--- config.mk ---
export PLATFORM = sky130hd
export DESIGN_NAME = sector_cache_lru_directory
export DESIGN_NICKNAME = d
export VERILOG_FILES = /design/src/rtl/sclru_pkg.sv /design/src/rtl/sector_cache_lru_directory.sv /design/src/rtl/sclru_ctrl.sv /design/src/rtl/sclru_datapath.sv
export SDC_FILE = /design/constraint.sdc
export NUM_CORES = 2
export LEC_CHECK = 0
export ABC_AREA = 0
export BUFFER_PORTS_ARGS = -buffer_cell sky130_fd_sc_hd__buf_2
export CAP_MARGIN = 20
export CORE_MARGIN = 3
export CORE_UTILIZATION = 70
export CTS_BUF_LIST = sky130_fd_sc_hd__clkbuf_2 sky130_fd_sc_hd__clkbuf_4 sky130_fd_sc_hd__clkbuf_8
export DETAILED_ROUTE_END_ITERATION = 8
export HOLD_SLACK_MARGIN = 0.1
export PLACE_DENSITY = 0.92
export SLEW_MARGIN = 40
export SYNTH_ARGS = -nofsm -noshare
export SYNTH_HDL_FRONTEND = slang
export SYNTH_HIERARCHICAL = 1
export SYNTH_SLANG_ARGS = --single-unit
--- constraint.sdc ---
create_clock -name clk -period 14 [get_ports clk]
set_clock_uncertainty 0.2 [all_clocks]
set_input_delay 0 -clock clk [delete_from_list [all_inputs] [get_ports clk]]
set_output_delay 0 -clock clk [all_outputs]
set_load 0.02 [all_outputs]
--- src/rtl/sclru_pkg.sv ---
// Shared types and constants for the sector cache LRU directory.
// Used by the controller, the datapath and the top level.
`timescale 1ns / 1ps

package sclru_pkg;

  localparam int DEF_ENTRIES   = 64;
  localparam int DEF_ADDR_BITS = 48;

  localparam int CAP_W       = 7;
  localparam int CAP_RESET   = 64;
  localparam int FUNC_W      = 2;
  localparam int STATUS_W    = 3;
  localparam int SLOT_W      = 6;
  localparam int EV_ADDR_W   = 48;
  localparam int OUT_DATA_W  = 56;
  localparam int OUT_PAD_W   = OUT_DATA_W - SLOT_W - 1 - EV_ADDR_W;
  localparam int CFG_IDX_W   = 1;

  localparam logic [FUNC_W-1:0] FUNC_READ  = 2'd0;
  localparam logic [FUNC_W-1:0] FUNC_WRITE = 2'd1;
  localparam logic [FUNC_W-1:0] FUNC_INV   = 2'd2;
  localparam logic [FUNC_W-1:0] FUNC_RSVD  = 2'd3;

  localparam logic [STATUS_W-1:0] ST_HIT         = 3'd0;
  localparam logic [STATUS_W-1:0] ST_READ_MISS   = 3'd1;
  localparam logic [STATUS_W-1:0] ST_INSERTED    = 3'd2;
  localparam logic [STATUS_W-1:0] ST_OOB         = 3'd3;
  localparam logic [STATUS_W-1:0] ST_INVALIDATED = 3'd4;

  localparam logic [CFG_IDX_W-1:0] REG_CAPACITY       = 1'd0;
  localparam logic [CFG_IDX_W-1:0] REG_DEVICE_SECTORS = 1'd1;

  typedef enum logic [1:0] {
    SW_CLEAR  = 2'd0,
    SW_SCAN   = 2'd1,
    SW_UPDATE = 2'd2
  } sclru_sweep_t;

  typedef struct packed {
    logic         accept;
    logic         sweep_start;
    sclru_sweep_t sweep_mode;
    logic         set_early;
    logic         decide;
    logic         load_out;
  } sclru_cmd_t;

  typedef struct packed {
    logic is_inv;
    logic is_oob;
    logic sweep_done;
    logic need_update;
    logic out_free;
  } sclru_stat_t;

endpackage

--- src/rtl/sector_cache_lru_directory.sv ---
// Sector cache LRU directory, top level: joins sclru_ctrl and sclru_datapath.
// One request at a time. Out of bounds needs no sweep, invalidate runs a clearing sweep,
// read miss runs a tag scan, and hit or write runs a tag scan plus a rank update sweep
// (one entry per cycle).
// in_tready rises in the same cycle as out_tvalid, so the next request can be taken then.
// Reset: synchronous; a clearing sweep of all entries then holds in_tready low.
`timescale 1ns / 1ps

module sector_cache_lru_directory
  import sclru_pkg::*;
#(
  parameter int ENTRIES   = DEF_ENTRIES,
  parameter int ADDR_BITS = DEF_ADDR_BITS
)(
  input  logic                                  clk,
  input  logic                                  rst_n,
  input  logic                                  cfg_we,
  input  logic [CFG_IDX_W-1:0]                  cfg_addr,
  input  logic [((ADDR_BITS > CAP_W) ? ADDR_BITS : CAP_W)-1:0] cfg_wdata,
  input  logic                                  in_tvalid,
  output logic                                  in_tready,
  // sector_addr
  input  logic [((ADDR_BITS + 7) / 8) * 8 - 1:0] in_tdata,
  // func
  input  logic [FUNC_W-1:0]                     in_tuser,
  output logic                                  out_tvalid,
  input  logic                                  out_tready,
  // slot, evicted, evicted_addr
  output logic [OUT_DATA_W-1:0]                 out_tdata,
  // status
  output logic [STATUS_W-1:0]                   out_tuser
);

  localparam int IN_DATA_W = ((ADDR_BITS + 7) / 8) * 8;
  localparam int CFG_W     = (ADDR_BITS > CAP_W) ? ADDR_BITS : CAP_W;

  sclru_cmd_t  cmd;
  sclru_stat_t stat;

  sclru_ctrl u_ctrl (
    .clk       (clk),
    .rst_n     (rst_n),
    .in_tvalid (in_tvalid),
    .in_tready (in_tready),
    .stat      (stat),
    .cmd       (cmd)
  );

  sclru_datapath #(
    .ENTRIES   (ENTRIES),
    .ADDR_BITS (ADDR_BITS),
    .IN_DATA_W (IN_DATA_W),
    .CFG_W     (CFG_W)
  ) u_dp (
    .clk        (clk),
    .rst_n      (rst_n),
    .cfg_we     (cfg_we),
    .cfg_addr   (cfg_addr),
    .cfg_wdata  (cfg_wdata),
    .in_tdata   (in_tdata),
    .in_tuser   (in_tuser),
    .out_tvalid (out_tvalid),
    .out_tready (out_tready),
    .out_tdata  (out_tdata),
    .out_tuser  (out_tuser),
    .cmd        (cmd),
    .stat       (stat)
  );

  a_accept_idle_sweep: assert property (@(posedge clk) disable iff (!rst_n)
    in_tready |-> stat.sweep_done)
    else $error("request accepted while a sweep is running");

  a_no_sweep_overlap: assert property (@(posedge clk) disable iff (!rst_n)
    cmd.sweep_start |-> stat.sweep_done)
    else $error("sweep started over a running sweep");

  a_no_result_overwrite: assert property (@(posedge clk) disable iff (!rst_n)
    cmd.load_out |-> (!out_tvalid || out_tready))
    else $error("pending result overwritten");

  a_result_follows_load: assert property (@(posedge clk) disable iff (!rst_n)
    cmd.load_out |=> out_tvalid)
    else $error("loaded result not presented");

endmodule

--- src/rtl/sclru_ctrl.sv ---
// Controller state machine for the sector cache LRU directory.
// Sequences clear, scan, decide and update sweeps; depends on sclru_pkg.
`timescale 1ns / 1ps

module sclru_ctrl
  import sclru_pkg::*;
(
  input  logic        clk,
  input  logic        rst_n,
  input  logic        in_tvalid,
  output logic        in_tready,
  input  sclru_stat_t stat,
  output sclru_cmd_t  cmd
);

  typedef enum logic [8:0] {
    S_INIT     = 9'b000000001,
    S_CLR_INIT = 9'b000000010,
    S_IDLE     = 9'b000000100,
    S_DISPATCH = 9'b000001000,
    S_CLR_INV  = 9'b000010000,
    S_SCAN     = 9'b000100000,
    S_DECIDE   = 9'b001000000,
    S_UPDATE   = 9'b010000000,
    S_RESP     = 9'b100000000
  } state_t;

  state_t state_r, state_nxt;

  assign in_tready = (state_r == S_IDLE);

  always_comb begin
    state_nxt       = state_r;
    cmd             = '0;
    cmd.sweep_mode  = SW_CLEAR;
    cmd.accept      = in_tvalid && in_tready;
    unique case (state_r)
      S_INIT: begin
        cmd.sweep_start = 1'b1;
        cmd.sweep_mode  = SW_CLEAR;
        state_nxt       = S_CLR_INIT;
      end
      S_CLR_INIT: begin
        if (stat.sweep_done) state_nxt = S_IDLE;
      end
      S_IDLE: begin
        if (in_tvalid) state_nxt = S_DISPATCH;
      end
      S_DISPATCH: begin
        if (stat.is_inv) begin
          cmd.set_early   = 1'b1;
          cmd.sweep_start = 1'b1;
          cmd.sweep_mode  = SW_CLEAR;
          state_nxt       = S_CLR_INV;
        end else if (stat.is_oob) begin
          cmd.set_early = 1'b1;
          state_nxt     = S_RESP;
        end else begin
          cmd.sweep_start = 1'b1;
          cmd.sweep_mode  = SW_SCAN;
          state_nxt       = S_SCAN;
        end
      end
      S_CLR_INV: begin
        if (stat.sweep_done) state_nxt = S_RESP;
      end
      S_SCAN: begin
        if (stat.sweep_done) state_nxt = S_DECIDE;
      end
      S_DECIDE: begin
        cmd.decide = 1'b1;
        if (stat.need_update) begin
          cmd.sweep_start = 1'b1;
          cmd.sweep_mode  = SW_UPDATE;
          state_nxt       = S_UPDATE;
        end else begin
          state_nxt = S_RESP;
        end
      end
      S_UPDATE: begin
        if (stat.sweep_done) state_nxt = S_RESP;
      end
      S_RESP: begin
        if (stat.out_free) begin
          cmd.load_out = 1'b1;
          state_nxt    = S_IDLE;
        end
      end
      default: state_nxt = S_INIT;
    endcase
  end

  always_ff @(posedge clk) begin
    if (!rst_n) begin
      state_r <= S_INIT;
    end else begin
      state_r <= state_nxt;
    end
  end

endmodule

--- src/rtl/sclru_datapath.sv ---
// Datapath for the sector cache LRU directory: config registers, entry
// memory with its sweep engine, scan bookkeeping and result registers.
// Depends on sclru_pkg; driven by sclru_ctrl.
`timescale 1ns / 1ps

module sclru_datapath
  import sclru_pkg::*;
#(
  parameter int ENTRIES   = DEF_ENTRIES,
  parameter int ADDR_BITS = DEF_ADDR_BITS,
  parameter int IN_DATA_W = ((DEF_ADDR_BITS + 7) / 8) * 8,
  parameter int CFG_W     = DEF_ADDR_BITS
)(
  input  logic                  clk,
  input  logic                  rst_n,
  input  logic                  cfg_we,
  input  logic [CFG_IDX_W-1:0]  cfg_addr,
  input  logic [CFG_W-1:0]      cfg_wdata,
  input  logic [IN_DATA_W-1:0]  in_tdata,
  input  logic [FUNC_W-1:0]     in_tuser,
  output logic                  out_tvalid,
  input  logic                  out_tready,
  output logic [OUT_DATA_W-1:0] out_tdata,
  output logic [STATUS_W-1:0]   out_tuser,
  input  sclru_cmd_t            cmd,
  output sclru_stat_t           stat
);

  localparam int IDXW   = $clog2(ENTRIES);
  localparam int CNTW   = $clog2(ENTRIES + 1);
  localparam int CMPW   = (CNTW > CAP_W) ? CNTW : CAP_W;
  localparam int WORD_W = 1 + IDXW + ADDR_BITS;

  logic [CAP_W-1:0]     cap_r;
  logic [ADDR_BITS-1:0] dev_r;

  logic [FUNC_W-1:0]    func_r;
  logic [ADDR_BITS-1:0] addr_r;
  logic                 oob_r;
  logic [CNTW-1:0]      occ_r;

  logic                 sw_act_r;
  sclru_sweep_t         sw_mode_r;
  logic [IDXW-1:0]      sw_cnt_r;
  logic                 p_vld_r;
  logic [IDXW-1:0]      p_idx_r;

  logic [WORD_W-1:0]    mem [ENTRIES];
  logic [WORD_W-1:0]    rd_q_r;
  logic                 mem_we;
  logic [IDXW-1:0]      mem_wa;
  logic [WORD_W-1:0]    mem_wd;

  logic                 q_valid;
  logic [IDXW-1:0]      q_rank;
  logic [ADDR_BITS-1:0] q_tag;
  logic [IDXW-1:0]      rank_inc;

  logic                 hit_found_r, free_found_r, worst_have_r;
  logic [IDXW-1:0]      hit_idx_r, hit_rank_r, free_idx_r, worst_idx_r, worst_rank_r;
  logic [ADDR_BITS-1:0] worst_tag_r;

  logic [IDXW-1:0]      tgt_r, limit_r;
  logic                 inc_all_r, wr_tag_r;

  logic [STATUS_W-1:0]  res_status_r;
  logic [IDXW-1:0]      res_slot_r;
  logic                 res_ev_r;
  logic [ADDR_BITS-1:0] res_ev_addr_r;

  logic [CMPW-1:0]      cap_ext, eff_cap, occ_ext;
  logic                 is_write, evict_case;
  logic                 in_oob;
  logic [ADDR_BITS-1:0] in_addr;

  logic [SLOT_W+IDXW-1:0]         slot_ext;
  logic [EV_ADDR_W+ADDR_BITS-1:0] ev_ext;

  assign in_addr = in_tdata[ADDR_BITS-1:0];
  assign in_oob  = (in_tuser == FUNC_RSVD) ||
                   ((in_tuser != FUNC_INV) && (in_addr >= dev_r));

  assign q_valid  = rd_q_r[WORD_W-1];
  assign q_rank   = rd_q_r[WORD_W-2 -: IDXW];
  assign q_tag    = rd_q_r[ADDR_BITS-1:0];
  assign rank_inc = q_rank + IDXW'(1);

  always_comb begin
    cap_ext = CMPW'(cap_r);
    eff_cap = cap_ext;
    if (cap_ext == '0) eff_cap = CMPW'(1);
    if (cap_ext > CMPW'(ENTRIES)) eff_cap = CMPW'(ENTRIES);
  end

  assign occ_ext    = CMPW'(occ_r);
  assign is_write   = (func_r == FUNC_WRITE);
  assign evict_case = (occ_ext >= eff_cap) && (occ_r != '0);

  assign stat.is_inv      = (func_r == FUNC_INV);
  assign stat.is_oob      = oob_r;
  assign stat.sweep_done  = !sw_act_r && !p_vld_r;
  assign stat.need_update = hit_found_r || is_write;
  assign stat.out_free    = !out_tvalid || out_tready;

  always_comb begin
    mem_we = 1'b0;
    mem_wa = sw_cnt_r;
    mem_wd = '0;
    case (sw_mode_r)
      SW_CLEAR: begin
        mem_we = sw_act_r;
      end
      SW_UPDATE: begin
        mem_we = p_vld_r;
        mem_wa = p_idx_r;
        mem_wd = rd_q_r;
        if (p_idx_r == tgt_r) begin
          mem_wd = {1'b1, {IDXW{1'b0}}, (wr_tag_r ? addr_r : q_tag)};
        end else if (q_valid && (inc_all_r || (q_rank < limit_r))) begin
          mem_wd = {1'b1, rank_inc, q_tag};
        end
      end
      default: mem_we = 1'b0;
    endcase
  end

  always_ff @(posedge clk) begin
    if (mem_we) mem[mem_wa] <= mem_wd;
    rd_q_r <= mem[sw_cnt_r];
  end

  always_ff @(posedge clk) begin
    if (!rst_n) begin
      cap_r    <= CAP_W'(CAP_RESET);
      dev_r    <= '0;
      sw_act_r <= 1'b0;
      p_vld_r  <= 1'b0;
      occ_r    <= '0;
    end else begin
      if (cfg_we) begin
        unique case (cfg_addr)
          REG_CAPACITY:       cap_r <= cfg_wdata[CAP_W-1:0];
          REG_DEVICE_SECTORS: dev_r <= cfg_wdata[ADDR_BITS-1:0];
          default:            cap_r <= cap_r;
        endcase
      end
      p_vld_r <= sw_act_r && (sw_mode_r != SW_CLEAR);
      if (cmd.sweep_start) begin
        sw_act_r <= 1'b1;
      end else if (sw_act_r && (sw_cnt_r == IDXW'(ENTRIES - 1))) begin
        sw_act_r <= 1'b0;
      end
      if (cmd.set_early && stat.is_inv) begin
        occ_r <= '0;
      end else if (cmd.decide && !hit_found_r && is_write && !evict_case) begin
        occ_r <= occ_r + CNTW'(1);
      end
    end
  end

  always_ff @(posedge clk) begin
    p_idx_r <= sw_cnt_r;
    if (cmd.sweep_start) begin
      sw_mode_r <= cmd.sweep_mode;
      sw_cnt_r  <= '0;
    end else if (sw_act_r) begin
      sw_cnt_r <= sw_cnt_r + IDXW'(1);
    end
    if (cmd.accept) begin
      func_r <= in_tuser;
      addr_r <= in_addr;
      oob_r  <= in_oob;
    end
  end

  always_ff @(posedge clk) begin
    if (cmd.sweep_start && (cmd.sweep_mode == SW_SCAN)) begin
      hit_found_r  <= 1'b0;
      free_found_r <= 1'b0;
      worst_have_r <= 1'b0;
    end else if (p_vld_r && (sw_mode_r == SW_SCAN)) begin
      if (q_valid && (q_tag == addr_r) && !hit_found_r) begin
        hit_found_r <= 1'b1;
        hit_idx_r   <= p_idx_r;
        hit_rank_r  <= q_rank;
      end
      if (!q_valid && !free_found_r) begin
        free_found_r <= 1'b1;
        free_idx_r   <= p_idx_r;
      end
      if (q_valid && (!worst_have_r || (q_rank > worst_rank_r))) begin
        worst_have_r <= 1'b1;
        worst_idx_r  <= p_idx_r;
        worst_rank_r <= q_rank;
        worst_tag_r  <= q_tag;
      end
    end
  end

  always_ff @(posedge clk) begin
    if (cmd.set_early) begin
      res_status_r  <= stat.is_inv ? ST_INVALIDATED : ST_OOB;
      res_slot_r    <= '0;
      res_ev_r      <= 1'b0;
      res_ev_addr_r <= '0;
    end else if (cmd.decide) begin
      res_ev_r      <= 1'b0;
      res_ev_addr_r <= '0;
      res_slot_r    <= '0;
      inc_all_r     <= 1'b0;
      wr_tag_r      <= 1'b0;
      tgt_r         <= hit_idx_r;
      limit_r       <= hit_rank_r;
      if (hit_found_r) begin
        res_status_r <= ST_HIT;
        res_slot_r   <= hit_idx_r;
      end else if (!is_write) begin
        res_status_r <= ST_READ_MISS;
      end else if (evict_case) begin
        res_status_r  <= ST_INSERTED;
        res_slot_r    <= worst_idx_r;
        res_ev_r      <= 1'b1;
        res_ev_addr_r <= worst_tag_r;
        tgt_r         <= worst_idx_r;
        limit_r       <= worst_rank_r;
        wr_tag_r      <= 1'b1;
      end else begin
        res_status_r <= ST_INSERTED;
        res_slot_r   <= free_idx_r;
        tgt_r        <= free_idx_r;
        inc_all_r    <= 1'b1;
        wr_tag_r     <= 1'b1;
      end
    end
  end

  assign slot_ext = {{SLOT_W{1'b0}}, res_slot_r};
  assign ev_ext   = {{EV_ADDR_W{1'b0}}, res_ev_addr_r};

  always_ff @(posedge clk) begin
    if (!rst_n) begin
      out_tvalid <= 1'b0;
    end else if (cmd.load_out) begin
      out_tvalid <= 1'b1;
    end else if (out_tready) begin
      out_tvalid <= 1'b0;
    end
  end

  always_ff @(posedge clk) begin
    if (cmd.load_out) begin
      out_tuser <= res_status_r;
      out_tdata <= {{OUT_PAD_W{1'b0}}, ev_ext[EV_ADDR_W-1:0], res_ev_r,
                    slot_ext[SLOT_W-1:0]};
    end
  end

endmodule
==> impl_metrics.ini, run 1 <==
[yosys]
synth_seq_area_share_pct = 77.25
post_synth_num_cell_types = 67
yosysTopAreaCell = edfxtp_1
synth_edf_count = 3726
post-synth-top-count-cell = edfxtp_1
postSynth.asyncResetShare_pct = 0
synth_common_cells = edfxtp_1 (3726), mux4_2 (988), mux2i_1 (219), dfxtp_1 (199), nand2_1 (190)
synth-seq-cells = 3925
synth_top_area_share_pct = 74.59
yosysWarningCount = 6
syn_nets = 6954
syn-cell-area_um2 = 150000
synth_area_leaders = edfxtp_1 (75%), mux4_2 (15%), dfxtp_1 (2.7%)
synth_cells = 6780
synth_top_flop_cell = edfxtp_1
synth_area_per_cell_um2 = 22.12

[global_route]
grt_usage_pct = 62.70
grt_pass1_wl_um = 911400
grt_max_degree = 101
grt_pass1_vias = 105500
grt_remaining_overflow = 15

[place]
port_buffers = 163
routabilityCongestion = 0.9021
dp_hpwl_um = 261400
dp_worst_setup_slack_ps = 8140
dpl_cell_area_um2 = 156900

[floorplanning]
rows = 169
pin_count = 165
dieWidth_um = 468.9
die_h_um = 468.9
start_util_pct = 70.59

[clocking]
clock_sinks = 3925
numCtsBuffers = 592
clk_path_buf_depth = 4
h-tree-depth = 6
cts-root-buf = clkbuf_8
ctsResizeCount = 0

[run_status]
outcome = aborted with a tool error
lastStage = global routing
stop_error = [ERROR GRT-0116] Global routing finished with congestion. Check the congestion regions in the DRC Viewer.
-- cells by family after synthesis --
family	Yosys count	synth area share (%)
AOI/OAI and AO/OA	516	2.343
xor gates and xnor gates	70	0.4087
adders and majority gates	70	0.5839
buffers and inverters	430	1.350
DFF	3925	77.25
muxes	1218	16.38
other	1	0.002500
and+or+nand+nor	550	1.689
-- per-stage QoR --
stage / cells / utilization (%)
floorplan: 6780 / -
global placement: 9598 / 72.98
detailed placement: 9673 / 73.82
CTS: 11040 / 80.86
-- timing repair --
action	4_1_cts
hold buffers	344
hold endpoints to repair	234
setup buffers	0
-- per-layer routing --
metal	GRT overflow	global-route usage [%]
met3	7	49.40
met2	2	77.42
met4	6	53.71
met5	0	29.89
met1	0	65.69
==> run 2, diff against run 1 <==
--- a/config.mk
+++ b/config.mk
@@ -9,11 +9,9 @@
 export BUFFER_PORTS_ARGS = -buffer_cell sky130_fd_sc_hd__buf_2
 export CAP_MARGIN = 20
 export CORE_MARGIN = 3
-export CORE_UTILIZATION = 70
-export CTS_BUF_LIST = sky130_fd_sc_hd__clkbuf_2 sky130_fd_sc_hd__clkbuf_4 sky130_fd_sc_hd__clkbuf_8
+export CORE_UTILIZATION = 40
 export DETAILED_ROUTE_END_ITERATION = 8
-export HOLD_SLACK_MARGIN = 0.1
-export PLACE_DENSITY = 0.92
+export PLACE_DENSITY_LB_ADDON = 0.15
 export SLEW_MARGIN = 40
 export SYNTH_ARGS = -nofsm -noshare
 export SYNTH_HDL_FRONTEND = slang
==> impl_metrics.ini, run 2 <==
[run_status]
outcome = finished clean

[floorplanning]
die_h_um = 618.4
design.core.area_um2 = 372800
start_util_pct = 40.24
pin_count = 165
dieWidth_um = 618.4
rows = 224
die_area_um2 = 382400

[yosys]
yosysTopAreaCell = edfxtp_1
yosysWarningCount = 6
synth_top_flop_cell = edfxtp_1
postSynth.asyncResetShare_pct = 0
synth_cells = 6780
synth_edf_count = 3726
synth_area_leaders = edfxtp_1 (75%), mux4_2 (15%), dfxtp_1 (2.7%)
post_synth_num_cell_types = 67
syn_nets = 6954
synth_common_cells = edfxtp_1 (3726), mux4_2 (988), mux2i_1 (219), dfxtp_1 (199), nand2_1 (190)
post-synth-top-count-cell = edfxtp_1
syn-cell-area_um2 = 150000
synth_area_per_cell_um2 = 22.12
synth-seq-cells = 3925
synth_top_area_share_pct = 74.59
synth_seq_area_share_pct = 77.25

[final_layout]
final_common_cell = edfxtp_1
regMostFlops = u_dp/mem
reg.largest.list = u_dp/mem: 3520 flops, u_dp/out_tdata: 55 flops, u_dp/rd_q_r: 55 flops
largest_reg_flops = 3520
drive_gt1_share_pct = 28.06
mostFrequentLayoutCells = edfxtp_1 (3726), mux4_2 (988), clkbuf_16 (427), dlygate4sd3_1 (285), buf_4 (224)
syn2layout_area_growth_pct = 17.12
nets = 7761

[job]
maxCapViolCount = 0

[clocking]
numCtsBuffers = 411
insertion_delay_ps = 940
ctsResizeCount = 0
clk_pin_slew_ps = 60
h-tree-depth = 5
post_cts_buffers = 0
cts_hold_buf = 286
cts-root-buf = clkbuf_16
cts_tree = built
clk_path_buf_depth = 4
clock_sinks = 3925

[sta]
slew_violations = 0
min_period_ps = 4907
hold_viol_final = 0
setup-tns-final_ps = 0
hold_ws_ps = 49.00
max_slew_margin_pct = 34.75
final-setup-viol-count = 0
rsz0062_at_grt = false
max_freq_mhz = 203.8
tightest_slew_ps = 968.5
period_share_pct = 35.05

[place]
routabilityCongestion = 0.7992
port_buffers = 163
dp_hpwl_um = 254700

[setup_path]
slowest_stage = dfxtp_4
crit_type = register to register
crit_path_start = u_dp/sw_cnt_r[0]
cp-end-kind = register
cp_max_fo = 52
cp.arrival_ps = 5480
r2r_start = u_dp/sw_cnt_r[0]
cpPeakStageDelay_ps = 720
required_ps = 14580
cp-start-kind = register
critPathBufInv = 4
path_cells = buf_12, buf_16, buf_12, buf_4, mux4_2, mux4_2, a22oi_1, o21ai_1
cpLargestDelayFamily = buffers and inverters

[global_route]
use_met1_pct = 33.09
grt_pass1_vias = 76400
grt_max_degree = 92
grt_remaining_overflow = 0
met3_usage_pct = 4.338
antenna_found_initial = 18
top_usage_layer = met2
met2_usage_pct = 37.58
grt_usage_pct = 23.42
grt_pass1_wl_um = 625000

[detailed_routing]
vias = 75680
drtPass1Iterations = 8
viasPerCell = 5.858
antenna_left = 0
first_iter_violations = 9158
drc = 0
routed_wl_um = 451700
routedWlPerCell_um = 34.97

[pwr]
p_leak_uw = 0.05534
powerDensity_nw_per_um2 = 173.0
vdd_drop_max_v = 0.0001343

[worst_hold_path]
hp-class = input pin to register
hp-start = cfg_we
## run 2: per-stage QoR
stage	area (µm²)	std cells	total power (µW)	setup slack [ps]	util, %
finish	175700	12920	30390	9093	47.13
global route	175700	12910	31420	8774	47.13
CTS	175500	12910	30610	8803	47.08
detailed placement	159000	11850	19630	8815	42.67
global placement	158500	11830	19510	8327	42.51
floorplan	150000	6780	17620	6156	-
## run 2: per-layer routing
| metal | wire [µm] | vias to the layer above |
|---|---|---|
| li1 | - | 30160 |
| met1 | 190700 | 41760 |
| met2 | 215400 | 3182 |
| met3 | 33140 | 584 |
| met4 | 12460 | 4 |
| met5 | 20 | - |
## run 2: cell type report
class | instances | area [µm²]
Clock buffer | 571 | 11600
Timing Repair Buffer | 744 | 6469
Clock inverter | 196 | 1989
Inverter | 80 | 312.8
Antenna cell | 6 | 15.01
Sequential cell | 3925 | 115900
Fill cell | 30640 | 197100
Tap cell | 4972 | 6221
Multi-Input combinational cell | 2425 | 33190
## run 2: logic make-up (layout without fill, tap and decap cells)
family / Yosys count / after routing / synth area share [%]
AO/OA/AOI/OAI: 516 / 516 / 2.343
XOR/XNOR: 70 / 70 / 0.4087
adder cells (fa/ha/maj): 70 / 70 / 0.5839
buffers and inverters: 430 / 1591 / 1.350
flip-flops: 3925 / 3925 / 77.25
multiplexers: 1218 / 1218 / 16.38
other: 1 / 7 / 0.002500
AND/OR/NAND/NOR: 550 / 550 / 1.689
## run 2: power breakdown
part / internal, µW / switching, µW / total, µW
registers: 13900 / 453 / 14300
logic: 2090 / 3050 / 5130
clock network: 6450 / 4490 / 10900
## run 2: worst paths after layout
check / endpoint / slack [ps] / cells after the start
worst max-delay path: u_dp/rd_q_r[1] / 9090 / 8
worst min-delay path: u_dp/cap_ext[1] / 50 / 5
worst max register to register: u_dp/rd_q_r[1] / 9090 / 8
worst min register to register: u_dp/out_tuser[2] / 220 / 0
## run 2: worst reg2reg max path, stage by stage, from the launching register on
cell,delay (ps)
dfxtp_4,720
buf_12,340
buf_16,390
buf_12,520
buf_4,650
mux4_2,630
mux4_2,500
a22oi_1,640
o21ai_1,160
Note: power is estimated with default switching activity, not from simulation.
